`config.mk`:
```
export PLATFORM = sky130hd
export DESIGN_NAME = selective_repeat_sender_window_unit
export DESIGN_NICKNAME = d
export VERILOG_FILES = /design/src/rtl/srsw_pkg.sv /design/src/rtl/selective_repeat_sender_window_unit.sv /design/src/rtl/srsw_ctrl.sv /design/src/rtl/srsw_dpath.sv
export SDC_FILE = /design/constraint.sdc
export NUM_CORES = 2
export LEC_CHECK = 0
export BUFFER_PORTS_ARGS = -buffer_cell sky130_fd_sc_hd__buf_2
export CAP_MARGIN = 25
export CORE_ASPECT_RATIO = 1.25
export CORE_MARGIN = 10
export CORE_UTILIZATION = 33
export DETAILED_ROUTE_END_ITERATION = 8
export MAX_ROUTING_LAYER = met4
export PLACE_DENSITY = 0.44
export REMOVE_ABC_BUFFERS = 1
export SETUP_SLACK_MARGIN = 0.15
export SYNTH_ARGS = -nofsm -noshare
export SYNTH_HDL_FRONTEND = slang
export SYNTH_HIERARCHICAL = 1
export SYNTH_SLANG_ARGS = --single-unit
```
`constraint.sdc`:
```
create_clock -name clock -period 19.55 [get_ports clock]
set_clock_uncertainty 0.1 [all_clocks]
set_input_delay 0.9775 -clock clock [delete_from_list [all_inputs] [get_ports clock]]
set_output_delay 0.9775 -clock clock [all_outputs]
set_load 0.05 [all_outputs]
```
`src/rtl/srsw_pkg.sv`:
```
package srsw_pkg;

   // Input kinds carried on req_tuser. Kind three behaves as a plain step.
   localparam logic [1:0] FUNC_START = 2'd0;
   localparam logic [1:0] FUNC_STEP  = 2'd1;
   localparam logic [1:0] FUNC_ACK   = 2'd2;

   // Register indexes on the CSR write channel.
   localparam logic [1:0] REG_TOTAL   = 2'd0;
   localparam logic [1:0] REG_SPAN    = 2'd1;
   localparam logic [1:0] REG_TIMEOUT = 2'd2;

   localparam logic [7:0] TOTAL_RST   = 8'd1;
   localparam logic [3:0] SPAN_RST    = 4'd10;
   localparam logic [3:0] TIMEOUT_RST = 4'd3;
   localparam logic [3:0] WAIT_MAX    = 4'd15;

   typedef enum logic [3:0] {
      ST_IDLE,
      ST_CLEAR,
      ST_NEW,
      ST_AGE_RD,
      ST_AGE_EV,
      ST_ACK_RD,
      ST_ACK_WR,
      ST_SLIDE_RD,
      ST_SLIDE_EV,
      ST_DONE,
      ST_FLUSH
   } state_type;

   typedef struct packed {
      logic clear_start;
      logic clear_wr;
      logic step_start;
      logic emit_new;
      logic age_init;
      logic age_rd;
      logic age_wr;
      logic ack_rd;
      logic ack_wr;
      logic slide_rd;
      logic slide_wr;
      logic done_chk;
      logic flush;
   } cmd_type;

   typedef struct packed {
      logic clear_end;
      logic in_range;
      logic new_ok;
      logic age_end;
      logic ack_ok;
      logic slide_go;
      logic fin_now;
      logic finished;
      logic push_block;
   } stat_type;

endpackage

```
`src/rtl/selective_repeat_sender_window_unit.sv`:
```
// Channel   Direction  Handshake              Payload
// req       in         req_tvalid/req_tready  tuser[1:0] func, tdata[7:0] ack_seq
// rsp       out        rsp_tvalid/rsp_tready  tdata[7:0] send_seq, [8] is_resend,
//                                             [9] transfer_done, tlast last
// csr       in         csr_valid/csr_ready    csr_index register, csr_wdata value
//
// A step ages each window entry from the base in turn (up to 16 entries). An acknowledge
// is dropped if stray, else it marks its entry and slides the base over marked entries;
// the single-port state memory gives each entry a read state and a write state.
// A start transaction and reset both run a clearing pass over all MAX_PACKETS words with
// req_tready low; CSR writes are taken at any time.
// A stalled result register holds the state machine only when another result is ready.
module selective_repeat_sender_window_unit
   import srsw_pkg::*;
#(
   parameter int MAX_PACKETS = 256
) (
   input  logic        clock,
   input  logic        reset,
   input  logic        req_tvalid,
   output logic        req_tready,
   input  logic [7:0]  req_tdata,   // [7:0] ack_seq
   input  logic [1:0]  req_tuser,   // [1:0] func
   output logic        rsp_tvalid,
   input  logic        rsp_tready,
   output logic [15:0] rsp_tdata,   // [7:0] send_seq, [8] is_resend, [9] transfer_done
   output logic        rsp_tlast,
   input  logic        csr_valid,
   output logic        csr_ready,
   input  logic [1:0]  csr_index,
   input  logic [7:0]  csr_wdata
);

   cmd_type  cmd;
   stat_type stat;

   assign csr_ready = 1'b1;

   srsw_ctrl u_ctrl (
      .clock      (clock),
      .reset      (reset),
      .req_tvalid (req_tvalid),
      .req_func   (req_tuser),
      .req_tready (req_tready),
      .stat       (stat),
      .cmd        (cmd)
   );

   srsw_dpath #(
      .MAX_PACKETS (MAX_PACKETS)
   ) u_dpath (
      .clock      (clock),
      .reset      (reset),
      .ack_seq    (req_tdata),
      .csr_wr     (csr_valid && csr_ready),
      .csr_index  (csr_index),
      .csr_wdata  (csr_wdata),
      .cmd        (cmd),
      .stat       (stat),
      .rsp_tvalid (rsp_tvalid),
      .rsp_tready (rsp_tready),
      .rsp_tdata  (rsp_tdata),
      .rsp_tlast  (rsp_tlast)
   );

endmodule

```
`src/rtl/srsw_ctrl.sv`:
```
module srsw_ctrl
   import srsw_pkg::*;
(
   input  logic       clock,
   input  logic       reset,
   input  logic       req_tvalid,
   input  logic [1:0] req_func,
   output logic       req_tready,
   input  stat_type   stat,
   output cmd_type    cmd
);

   state_type  state_ff, state_in;
   logic [1:0] func_ff, func_in;

   always_ff @(posedge clock) begin
      if (reset) begin
         state_ff <= ST_CLEAR;
         func_ff  <= FUNC_STEP;
      end else begin
         state_ff <= state_in;
         func_ff  <= func_in;
      end
   end

   always_comb begin
      state_in   = state_ff;
      func_in    = func_ff;
      req_tready = 1'b0;
      cmd        = '0;
      case (state_ff)
         ST_IDLE: begin
            req_tready = 1'b1;
            if (req_tvalid) begin
               if (req_func == FUNC_START) begin
                  cmd.clear_start = 1'b1;
                  state_in        = ST_CLEAR;
               end else if (!stat.finished) begin
                  cmd.step_start = 1'b1;
                  func_in        = req_func;
                  state_in       = ST_NEW;
               end
            end
         end
         ST_CLEAR: begin
            cmd.clear_wr = 1'b1;
            if (stat.clear_end) begin
               state_in = ST_IDLE;
            end
         end
         ST_NEW: begin
            if (!stat.push_block) begin
               cmd.emit_new = stat.in_range && stat.new_ok;
               if (stat.in_range && func_ff != FUNC_ACK) begin
                  cmd.age_init = 1'b1;
                  state_in     = ST_AGE_RD;
               end else if (func_ff == FUNC_ACK) begin
                  state_in = ST_ACK_RD;
               end else begin
                  state_in = ST_DONE;
               end
            end
         end
         ST_AGE_RD: begin
            cmd.age_rd = 1'b1;
            state_in   = ST_AGE_EV;
         end
         ST_AGE_EV: begin
            if (!stat.push_block) begin
               cmd.age_wr = 1'b1;
               state_in   = stat.age_end ? ST_DONE : ST_AGE_RD;
            end
         end
         ST_ACK_RD: begin
            if (stat.ack_ok) begin
               cmd.ack_rd = 1'b1;
               state_in   = ST_ACK_WR;
            end else begin
               state_in = ST_DONE;
            end
         end
         ST_ACK_WR: begin
            cmd.ack_wr = 1'b1;
            state_in   = ST_SLIDE_RD;
         end
         ST_SLIDE_RD: begin
            if (stat.in_range) begin
               cmd.slide_rd = 1'b1;
               state_in     = ST_SLIDE_EV;
            end else begin
               state_in = ST_DONE;
            end
         end
         ST_SLIDE_EV: begin
            if (stat.slide_go) begin
               cmd.slide_wr = 1'b1;
               state_in     = ST_SLIDE_RD;
            end else begin
               state_in = ST_DONE;
            end
         end
         ST_DONE: begin
            if (!stat.push_block) begin
               cmd.done_chk = 1'b1;
               state_in     = ST_FLUSH;
            end
         end
         ST_FLUSH: begin
            if (!stat.push_block) begin
               cmd.flush = 1'b1;
               state_in  = ST_IDLE;
            end
         end
         default: begin
            state_in = ST_IDLE;
         end
      endcase
   end

endmodule

```
`src/rtl/srsw_dpath.sv`:
```
module srsw_dpath
   import srsw_pkg::*;
#(
   parameter int MAX_PACKETS = 256
) (
   input  logic        clock,
   input  logic        reset,
   input  logic [7:0]  ack_seq,
   input  logic        csr_wr,
   input  logic [1:0]  csr_index,
   input  logic [7:0]  csr_wdata,
   input  cmd_type     cmd,
   output stat_type    stat,
   output logic        rsp_tvalid,
   input  logic        rsp_tready,
   output logic [15:0] rsp_tdata,
   output logic        rsp_tlast
);

   localparam int AW = $clog2(MAX_PACKETS);

   logic [AW-1:0] slot_tab [256];

   // Sequence number to memory slot; every entry is a constant.
   for (genvar k = 0; k < 256; k++) begin : g_slot
      assign slot_tab[k] = AW'(k % MAX_PACKETS);
   end

   // Each word holds the acknowledge mark in bit 4 and the wait count below.
   logic [4:0]    mem [MAX_PACKETS];
   logic [4:0]    rd_ff;
   logic [AW-1:0] mem_addr;
   logic          mem_we;
   logic [4:0]    mem_wdata;
   logic [7:0]    seq_sel;

   logic [7:0]    total_ff, total_in;
   logic [3:0]    span_ff, span_in;
   logic [3:0]    tmo_ff, tmo_in;
   logic [7:0]    base_ff, base_in;
   logic [7:0]    next_ff, next_in;
   logic          fin_ff, fin_in;
   logic [7:0]    i_ff, i_in;
   logic [7:0]    ack_ff, ack_in;
   logic [AW-1:0] clr_ff, clr_in;

   logic          pend_valid_ff, pend_valid_in;
   logic [9:0]    pend_ff, pend_in;
   logic          out_valid_ff, out_valid_in;
   logic [9:0]    out_ff, out_in;
   logic          last_ff, last_in;

   logic [8:0]    top, tot_m1, lim;
   logic [3:0]    w_inc;
   logic          age_hit, age_fire;
   logic          emit;
   logic [9:0]    emit_word;
   logic          push;

   always_comb begin
      top     = {1'b0, base_ff} + {5'b0, span_ff};
      tot_m1  = {1'b0, total_ff} - 9'd1;
      lim     = (top < tot_m1) ? top : tot_m1;
      w_inc   = (rd_ff[3:0] == WAIT_MAX) ? WAIT_MAX : rd_ff[3:0] + 4'd1;
      age_hit = (i_ff < next_ff) && !rd_ff[4];
      age_fire = age_hit && (w_inc > tmo_ff);

      stat.clear_end  = (clr_ff == AW'(MAX_PACKETS - 1));
      stat.in_range   = base_ff < total_ff;
      stat.new_ok     = {1'b0, next_ff} <= lim;
      stat.age_end    = {1'b0, i_ff} == lim;
      stat.ack_ok     = (ack_ff >= base_ff) && (ack_ff < next_ff);
      stat.slide_go   = rd_ff[4];
      stat.fin_now    = base_ff >= total_ff;
      stat.finished   = fin_ff;
      stat.push_block = pend_valid_ff && out_valid_ff && !rsp_tready;
   end

   // Memory address and write data.
   always_comb begin
      seq_sel = i_ff;
      if (cmd.ack_rd || cmd.ack_wr) begin
         seq_sel = ack_ff;
      end else if (cmd.slide_rd || cmd.slide_wr) begin
         seq_sel = base_ff;
      end
      mem_addr  = cmd.clear_wr ? clr_ff : slot_tab[seq_sel];
      mem_we    = cmd.clear_wr || (cmd.age_wr && age_hit) || cmd.ack_wr || cmd.slide_wr;
      mem_wdata = '0;
      if (cmd.age_wr) begin
         mem_wdata = {rd_ff[4], age_fire ? 4'd0 : w_inc};
      end else if (cmd.ack_wr) begin
         mem_wdata = {1'b1, rd_ff[3:0]};
      end else if (cmd.slide_wr) begin
         mem_wdata = {1'b0, rd_ff[3:0]};
      end
   end

   always_ff @(posedge clock) begin
      if (mem_we) begin
         mem[mem_addr] <= mem_wdata;
      end
      if (cmd.age_rd || cmd.ack_rd || cmd.slide_rd) begin
         rd_ff <= mem[mem_addr];
      end
   end

   // Result word: transfer_done, is_resend, send_seq.
   always_comb begin
      emit = cmd.emit_new || (cmd.age_wr && age_fire) || (cmd.done_chk && stat.fin_now);
      if (cmd.emit_new) begin
         emit_word = {2'b00, next_ff};
      end else if (cmd.age_wr) begin
         emit_word = {2'b01, i_ff};
      end else begin
         emit_word = {2'b10, 8'd0};
      end
   end

   always_comb begin
      total_in = total_ff;
      span_in  = span_ff;
      tmo_in   = tmo_ff;
      if (csr_wr) begin
         case (csr_index)
            REG_TOTAL:   total_in = csr_wdata;
            REG_SPAN:    span_in  = csr_wdata[3:0];
            REG_TIMEOUT: tmo_in   = csr_wdata[3:0];
            default:     total_in = total_ff;
         endcase
      end

      base_in = base_ff;
      next_in = next_ff;
      fin_in  = fin_ff;
      i_in    = i_ff;
      ack_in  = ack_ff;
      clr_in  = clr_ff;
      if (cmd.clear_start) begin
         base_in = '0;
         next_in = '0;
         fin_in  = 1'b0;
         clr_in  = '0;
      end
      if (cmd.clear_wr) begin
         clr_in = clr_ff + AW'(1);
      end
      if (cmd.step_start) begin
         ack_in = ack_seq;
      end
      if (cmd.emit_new) begin
         next_in = next_ff + 8'd1;
      end
      if (cmd.age_init) begin
         i_in = base_ff;
      end
      if (cmd.age_wr) begin
         i_in = i_ff + 8'd1;
      end
      if (cmd.slide_wr) begin
         base_in = base_ff + 8'd1;
      end
      if (cmd.done_chk && stat.fin_now) begin
         fin_in = 1'b1;
      end

      // A result waits in the pending slot until the next one shows whether it ends the
      // transaction's burst; the flush marks it last.
      push          = (emit && pend_valid_ff) || (cmd.flush && pend_valid_ff);
      pend_valid_in = pend_valid_ff;
      pend_in       = pend_ff;
      if (emit) begin
         pend_valid_in = 1'b1;
         pend_in       = emit_word;
      end else if (cmd.flush) begin
         pend_valid_in = 1'b0;
      end
      out_valid_in = (out_valid_ff && !rsp_tready) || push;
      out_in       = push ? pend_ff : out_ff;
      last_in      = push ? cmd.flush : last_ff;
   end

   always_ff @(posedge clock) begin
      if (reset) begin
         total_ff      <= TOTAL_RST;
         span_ff       <= SPAN_RST;
         tmo_ff        <= TIMEOUT_RST;
         base_ff       <= '0;
         next_ff       <= '0;
         fin_ff        <= 1'b0;
         clr_ff        <= '0;
         pend_valid_ff <= 1'b0;
         out_valid_ff  <= 1'b0;
      end else begin
         total_ff      <= total_in;
         span_ff       <= span_in;
         tmo_ff        <= tmo_in;
         base_ff       <= base_in;
         next_ff       <= next_in;
         fin_ff        <= fin_in;
         clr_ff        <= clr_in;
         pend_valid_ff <= pend_valid_in;
         out_valid_ff  <= out_valid_in;
      end
   end

   always_ff @(posedge clock) begin
      i_ff    <= i_in;
      ack_ff  <= ack_in;
      pend_ff <= pend_in;
      out_ff  <= out_in;
      last_ff <= last_in;
   end

   assign rsp_tvalid = out_valid_ff;
   assign rsp_tdata  = {6'b0, out_ff};
   assign rsp_tlast  = last_ff;

endmodule

```
==> Yosys cells after proc, flatten, opt, wreduce, memory -nomap -nowiden <==
Memories as Yosys holds them, arrays and structs flattened. A register that Yosys moved wholly into a read port is not among the register bits.
Index checks and enable logic that the tools add are counted.
{ "word_totals": {"word_cells": 166, "ramBits": 1280, "output_inout_bits": 20, "register_bits": 86, "romBits": 2048, "latch_bits": 0, "memories": 2, "input_bits": 25} }
{ "memory_table": {"columns": ["name", "words", "word_bits", "rd", "rd_clocked_by_memory_dff", "write_ports", "line", "source"], "rows": [
  ["(no name shown)", 256, 8, 1, 0, 0, "srsw_dpath.sv:87", "mem_addr = cmd.clear_wr ? clr_ff : slot_tab[seq_sel];"],
  ["u_dpath.mem", 256, 5, 1, 1, 1, "srsw_dpath.sv:30", "logic [4:0] mem [MAX_PACKETS];"]
]} }
{ "op_classes": {"n_div": 0, "n_lt_le_gt_ge": 9, "reduce_logical": 40, "multipliers": 0, "add_sub_neg": 7, "mux": 64, "bitwise_logic": 3, "eq_ne": 24, "shift": 0} }
{ "ops": {"columns": ["op", "n"], "rows": [
  ["two-way mux 8 bit", 12],
  ["two-way mux 4 bit", 16],
  ["one-hot mux 4 bit (11 select lines)", 1],
  ["adder 8 x 1 -> 8 bit, second input constant", 4],
  ["two-way mux 1 bit", 29],
  ["< comparator 8 bit", 3],
  ["== test 4 x 3 -> 1 bit, second input constant", 4],
  ["== test 4 bit, second input constant", 4],
  ["greater-or-equal comparator 8 bit", 2],
  ["inequality test 2 bit, second input constant", 7],
  ["logical AND 1 bit", 13],
  ["nonzero test 2 bit", 6],
  ["logical OR 1 bit", 11],
  ["two-way mux 10 bit", 1],
  ["two-way mux 5 bit", 2],
  ["adder 8 x 4 -> 9 bit", 1],
  ["== test 8 x 9 -> 1 bit", 1],
  ["greater-or-equal comparator 9 bit, second input constant", 1],
  ["less-or-equal comparator 8 x 9 -> 1 bit", 1],
  ["< comparator 9 bit", 1],
  ["two-way mux 9 bit", 1],
  ["inverter 8 -> 9 bit", 1],
  ["subtractor 8 x 1 -> 9 bit, second input constant", 1],
  ["== test 4 x 2 -> 1 bit, second input constant", 2],
  ["other kinds (15)", 22]
]} }

==> Logic depth before layout (Yosys ltp) <==
{ "logic_depth": {"word_depth": 12, "ltp_mapped": 32, "mapped_depth_nobuf": 30} }

==> Cells and area by module <==
The synthesis kept the hierarchy.
{ "by_module_without_submodules": {"columns": ["mod", "area_each_um2", "n_inst", "seq_area_each_um2", "cells_each"], "rows": [
  ["srsw_dpath", 58239.6, 1, 40558.9, 3998],
  ["srsw_ctrl", 699.4, 1, 120.1, 90],
  ["selective_repeat_sender_window_unit", 11.3, 1, 0.0, 2]
]} }

==> Worst setup path after synthesis <==
OpenSTA, ideal clock, no wires.
{ "synth_timing": {"kind": "reg-to-reg", "startpoint": "register u_dpath.rd_ff[0] (read register of u_dpath.mem)", "endpoint": "memory u_dpath.mem[0][0], data pin", "synth_period_minus_slack_ns": 14.068, "t_required_ns": 17.263, "n_path_buf": 0, "slack_ns": 5.482, "arrival_ns": 11.781, "setup_time_ns": 2.187, "path_stages_with_launch": 12, "cell_sequence": "edfxtp_1 ha_1 nand2b_1 ha_1 nor2b_1 o21ai_0 nand2b_1 a21oi_1 a41o_1 a21oi_1 nand2b_1 o21ai_0"} }
{ "synth_between": {"elab_chain_len": 6, "elab_cells_between_ends": 9, "cone_classes": "1 x add/sub; 1 x order compare; 1 x eq/ne; 5 x mux; 1 x reduce/logical"} }
{ "synth_rtl": {"columns": ["element", "line", "source"], "rows": [
  ["start: declaration", "srsw_dpath.sv:31", "logic [4:0] rd_ff;"],
  ["adder 4 x 1 -> 4 bit or == test 4 bit (tied branches)", "srsw_dpath.sv:64", "w_inc = (rd_ff[3:0] == WAIT_MAX) ? WAIT_MAX : rd_ff[3:0] + 4'd1;"],
  ["two-way mux 4 bit", "srsw_dpath.sv:64", null],
  ["greater-than comparator 4 bit", "srsw_dpath.sv:66", "age_fire = age_hit && (w_inc > tmo_ff);"],
  ["logical AND 1 bit", "srsw_dpath.sv:66", null],
  ["two-way mux 4 bit", "srsw_dpath.sv:91", "mem_wdata = {rd_ff[4], age_fire ? 4'd0 : w_inc};"],
  ["two-way mux 5 bit (*)", "srsw_dpath.sv:90", "if (cmd.age_wr) begin"],
  ["net u_dpath.mem_wdata[0]", "srsw_dpath.sv:34", "logic [4:0] mem_wdata;"],
  ["end: declaration", "srsw_dpath.sv:30", null]
]} }
Mark *: on every way through the listed nets, which the timed path passes. The rest lies on a longest branch.

==> results.md <==
- Status: completed
- Yosys warns: 6
- Hpwl dp: between 100000 and 150000 um
- Die Width: 398.0 um
- Cell Rows: 173
- Finished Cell Area: 66140 um^2
- Die ar.: 196100 um^2
- Hold Buf Count CTS: 0
- Post-synth EDFFs: 1322
- WP data arrival: 9.47 ns
- Switching Share: a little over a third
- Final slew viol count: 0
- Cell count after synthesis: about 4100
- H-tree depth: 4
- Synthesized flop and latch total: 1371
- Worst Hold Depth: 1
- Power Dens Cells: 131.6 nW/um^2
- Nets: around 4200
- Req. time, crit path: 20.01 ns
- Global Route Usage Sum: around a fifth
- Critical path startpoint: u_dpath/ack_ff[0]
- Int Pwr: about 5.6 mW
- Place WS: between 10 and 15 ns
- Slew @ Worst Pin: approximately 1.1 ns
- Top Ports: 45
- Setup bufs post-CTS: 0
- Synth Area per Inst: roughly 14 um^2
- Power share of the combinational group: approximately 31%
- Final setup fails: 0
- First-pass GRT wire length: between 200000 and 300000 um
- FF-to-FF path depth: 26
- Clk buf depth: 3
- Period utilisation layout: a little under half
- Die H: between 400 and 500 um
- Routed length per instance: approximately 28 um
- Largest delay share family, worst path: compound AO/OA/AOI/OAI gates
- Core ar.: roughly 180000 um^2
- Clk pwr share: between 30% and 40%
- Hold WC Path Type: in2reg
- Static leakage: roughly 22 nW
- Vias in the first global route: 35987
- GRT overflow: 0
- Initial core utilization: between 30% and 40%
- # DRC: 0
- CTS tree: built
- CTS-repair resized insts: 0
- Crit. path cell count: 26
- Final Hold Vio Count: 0
- Number of iterations in the first detailed-routing pass: 5
- Top FF cell, synth: edfxtp_1
- Slew HR: 23.00%
- RSZ-0062 raised after global routing: false
- Share of cells above drive strength 1: between 10% and 20%
- Worst vdd ir: about 0.12 mV
- Antenna-violating nets left: 0
- Via count: roughly 36000
- Sw power: just over 3 mW
- Clk_lat worst skew: 0.81 ns
- Setup TNS: 0 ns
- Post-synthesis cell type count: between 90 and 100
- Seq/Total Area, Yosys: 69.01%
- Vias per Instance: 5.484
- Worst Setup Path Type: reg2reg
- Worst path bufs/invs: 6
- Asr flop ratio synth: 0%
- Most used cell, CP: a21o_1
- Area grow syn2layout: 12.19%
- Fmax achieved: between 100 and 150 MHz
- Flop pwr share: around 38%
- Minimum clock period: between 9 and 10 ns
- Largest net degree at the start of global routing: about 180
- CTS root buffer: clkbuf_16
- Final worst setup slack: around 11 ns
- Startpoint class of the critical path: flip-flop
- RD Place Congestion: 0.8133
- Initial antenna violation count: 2
- Clock transition at path regs: around 0.06 ns
- Clock buffer count from CTS: roughly 140
- Initial DRC count: around 2800
- Hold path startpoint: req_tdata[6]
- Worst Path Max Fanout: 66
- Max-Cap Viols: 0
- Worst path max stage delay: roughly 0.85 ns
- Min Hold Slack: 0.2568 ns
- Clk sink count: approximately 1400
- Slowest-stage cell, CP: edfxtp_1
- CP endpoint kind: flip-flop
- Area of the mapped netlist: about 59000 um^2
- Placed Area: approximately 62000 um^2
- Reg-to-reg startpoint: u_dpath/ack_ff[0]
- DRT Wirelength: between 150000 and 200000 um
- Buffers on Ports: 37
- R2R Setup Slk: 10.54 ns
- Total power: between 8 and 9 mW
==> cells by family after synthesis <==
group | Yosys count | synth area share, %
other | 2 | 0.01274
buffers and inverters | 362 | 3.012
AOI/OAI and AO/OA | 772 | 9.341
and+or+nand+nor | 1259 | 10.13
adders and majority gates | 61 | 1.307
xor gates and xnor gates | 20 | 0.2971
DFF | 1371 | 69.01
muxes | 243 | 6.896
==> power by group through the flow <==
| stage | Clock, mW | Combinational (mW) | Sequential [mW] |
|---|---|---|---|
| floorplan | 0 | 1.86 | 3.36 |
| global placement | 0 | 2.73 | 3.35 |
| detailed placement | 0 | 2.74 | 3.35 |
| CTS | 2.78 | 2.74 | 3.29 |
| global route | 2.89 | 2.90 | 3.29 |
| finish | 2.71 | 2.71 | 3.28 |
==> path summary, 6_finish.rpt <==
kind | end
worst min register to register | u_dpath/out_ff[2]
worst max-delay path | u_dpath/rd_ff[3]
worst min-delay path | u_dpath/ack_ff[6]
worst max register to register | u_dpath/rd_ff[3]
==> registers in the layout, indices dropped and copies added, names as in the netlist <==
register,flops
u_dpath/fin_ff,1
u_dpath/rsp_tvalid,1
u_dpath/ack_ff,8
u_dpath/base_ff,8
u_dpath/out_ff,10
u_dpath/i_ff,8
u_dpath/pend_ff,10
u_dpath/tmo_ff,4
u_dpath/next_ff,8
u_dpath/span_ff,4
u_ctrl/func_ff,2
u_dpath/mem,1280
u_dpath/pend_valid_ff,1
u_dpath/rd_ff,5
u_dpath/rsp_tlast,1
u_ctrl/state_ff,4
u_dpath/clr_ff,8
u_dpath/total_ff,8
==> cells in the final DEF (no fill, tap or decap), types with 19 or more instances in the layout <==
cell type and instances:
edfxtp_1 1322, nand2_1 483, nor3_1 280, clkbuf_16 148, mux4_2 128, nor2_1 121
a21oi_1 112, a211oi_1 112, nand3_1 111, o21ai_0 99, and3_1 96, mux2i_1 90
buf_4 89, a311oi_1 63, a31oi_1 60, ha_1 60, inv_1 56, a22oi_1 55
dfxtp_1 49, buf_2 40, clkbuf_1 38, a32oi_1 30, nor2b_1 25, mux2_2 24
clkinv_2 23, clkinv_1 22, o22ai_1 22, a21o_1 22, a221oi_1 22, o21ai_1 20
o31ai_1 19
==> cell usage after synthesis (all sizes together), types with 8 or more instances <==
library cell | count | area [um^2]
a211o | 9 | 78.83
a211oi | 116 | 885.8
a21o | 23 | 180.2
a21oi | 113 | 565.5
a221o | 10 | 100.1
a221oi | 23 | 219.0
a22oi | 56 | 425.4
a311o | 10 | 100.1
a311oi | 63 | 551.8
a31oi | 60 | 375.4
a32oi | 30 | 262.8
and2 | 14 | 87.59
and3 | 96 | 600.6
buf | 141 | 944.7
clkbuf | 165 | 620.6
dfxtp | 49 | 980.9
edfxtp | 1322 | 39700
ha | 60 | 750.7
inv | 56 | 210.2
mux2 | 25 | 281.5
mux2i | 90 | 900.9
mux4 | 128 | 2883
nand2 | 487 | 1831
nand2b | 18 | 112.6
nand3 | 115 | 593.1
nand3b | 8 | 60.06
nand4 | 18 | 112.6
nor2 | 125 | 474.2
nor2b | 25 | 156.4
nor3 | 285 | 1431
nor4 | 15 | 108.9
o211a | 16 | 160.2
o21a | 16 | 120.1
o21ai | 122 | 614.3
o22ai | 22 | 137.6
o31a | 9 | 78.83
o31ai | 19 | 142.6
or2 | 11 | 68.81
or3 | 12 | 75.07
or4 | 9 | 67.56
xnor2 | 14 | 122.6
==> per-layer routing <==
metal / GRT usage [%] / share of wire (%)
met5: - / 0
met4: 7.067 / 3.8
met3: 2.376 / 4.2
met2: 30.78 / 50
met1: 23.32 / 42
==> per-stage QoR <==
step	std cells	util, %
floorplan	3789	-
global placement	6277	34.56
detailed placement	6283	34.61
CTS	6546	37.19
global route	6552	37.22
finish	6553	37.22
==> area by class of cell <==
| class | instances | area [um^2] |
|---|---|---|
| multi-input combinational | 2362 | 16680 |
| clock buffer | 186 | 3846 |
| clock inverter | 77 | 734.5 |
| antenna | 2 | 5.005 |
| timing repair buffer | 137 | 1031 |
| sequential | 1371 | 40680 |
| tap | 2362 | 2955 |
| inverter | 56 | 210.2 |
| fill | 16658 | 111600 |
Note: power is estimated with default switching activity, not from simulation.
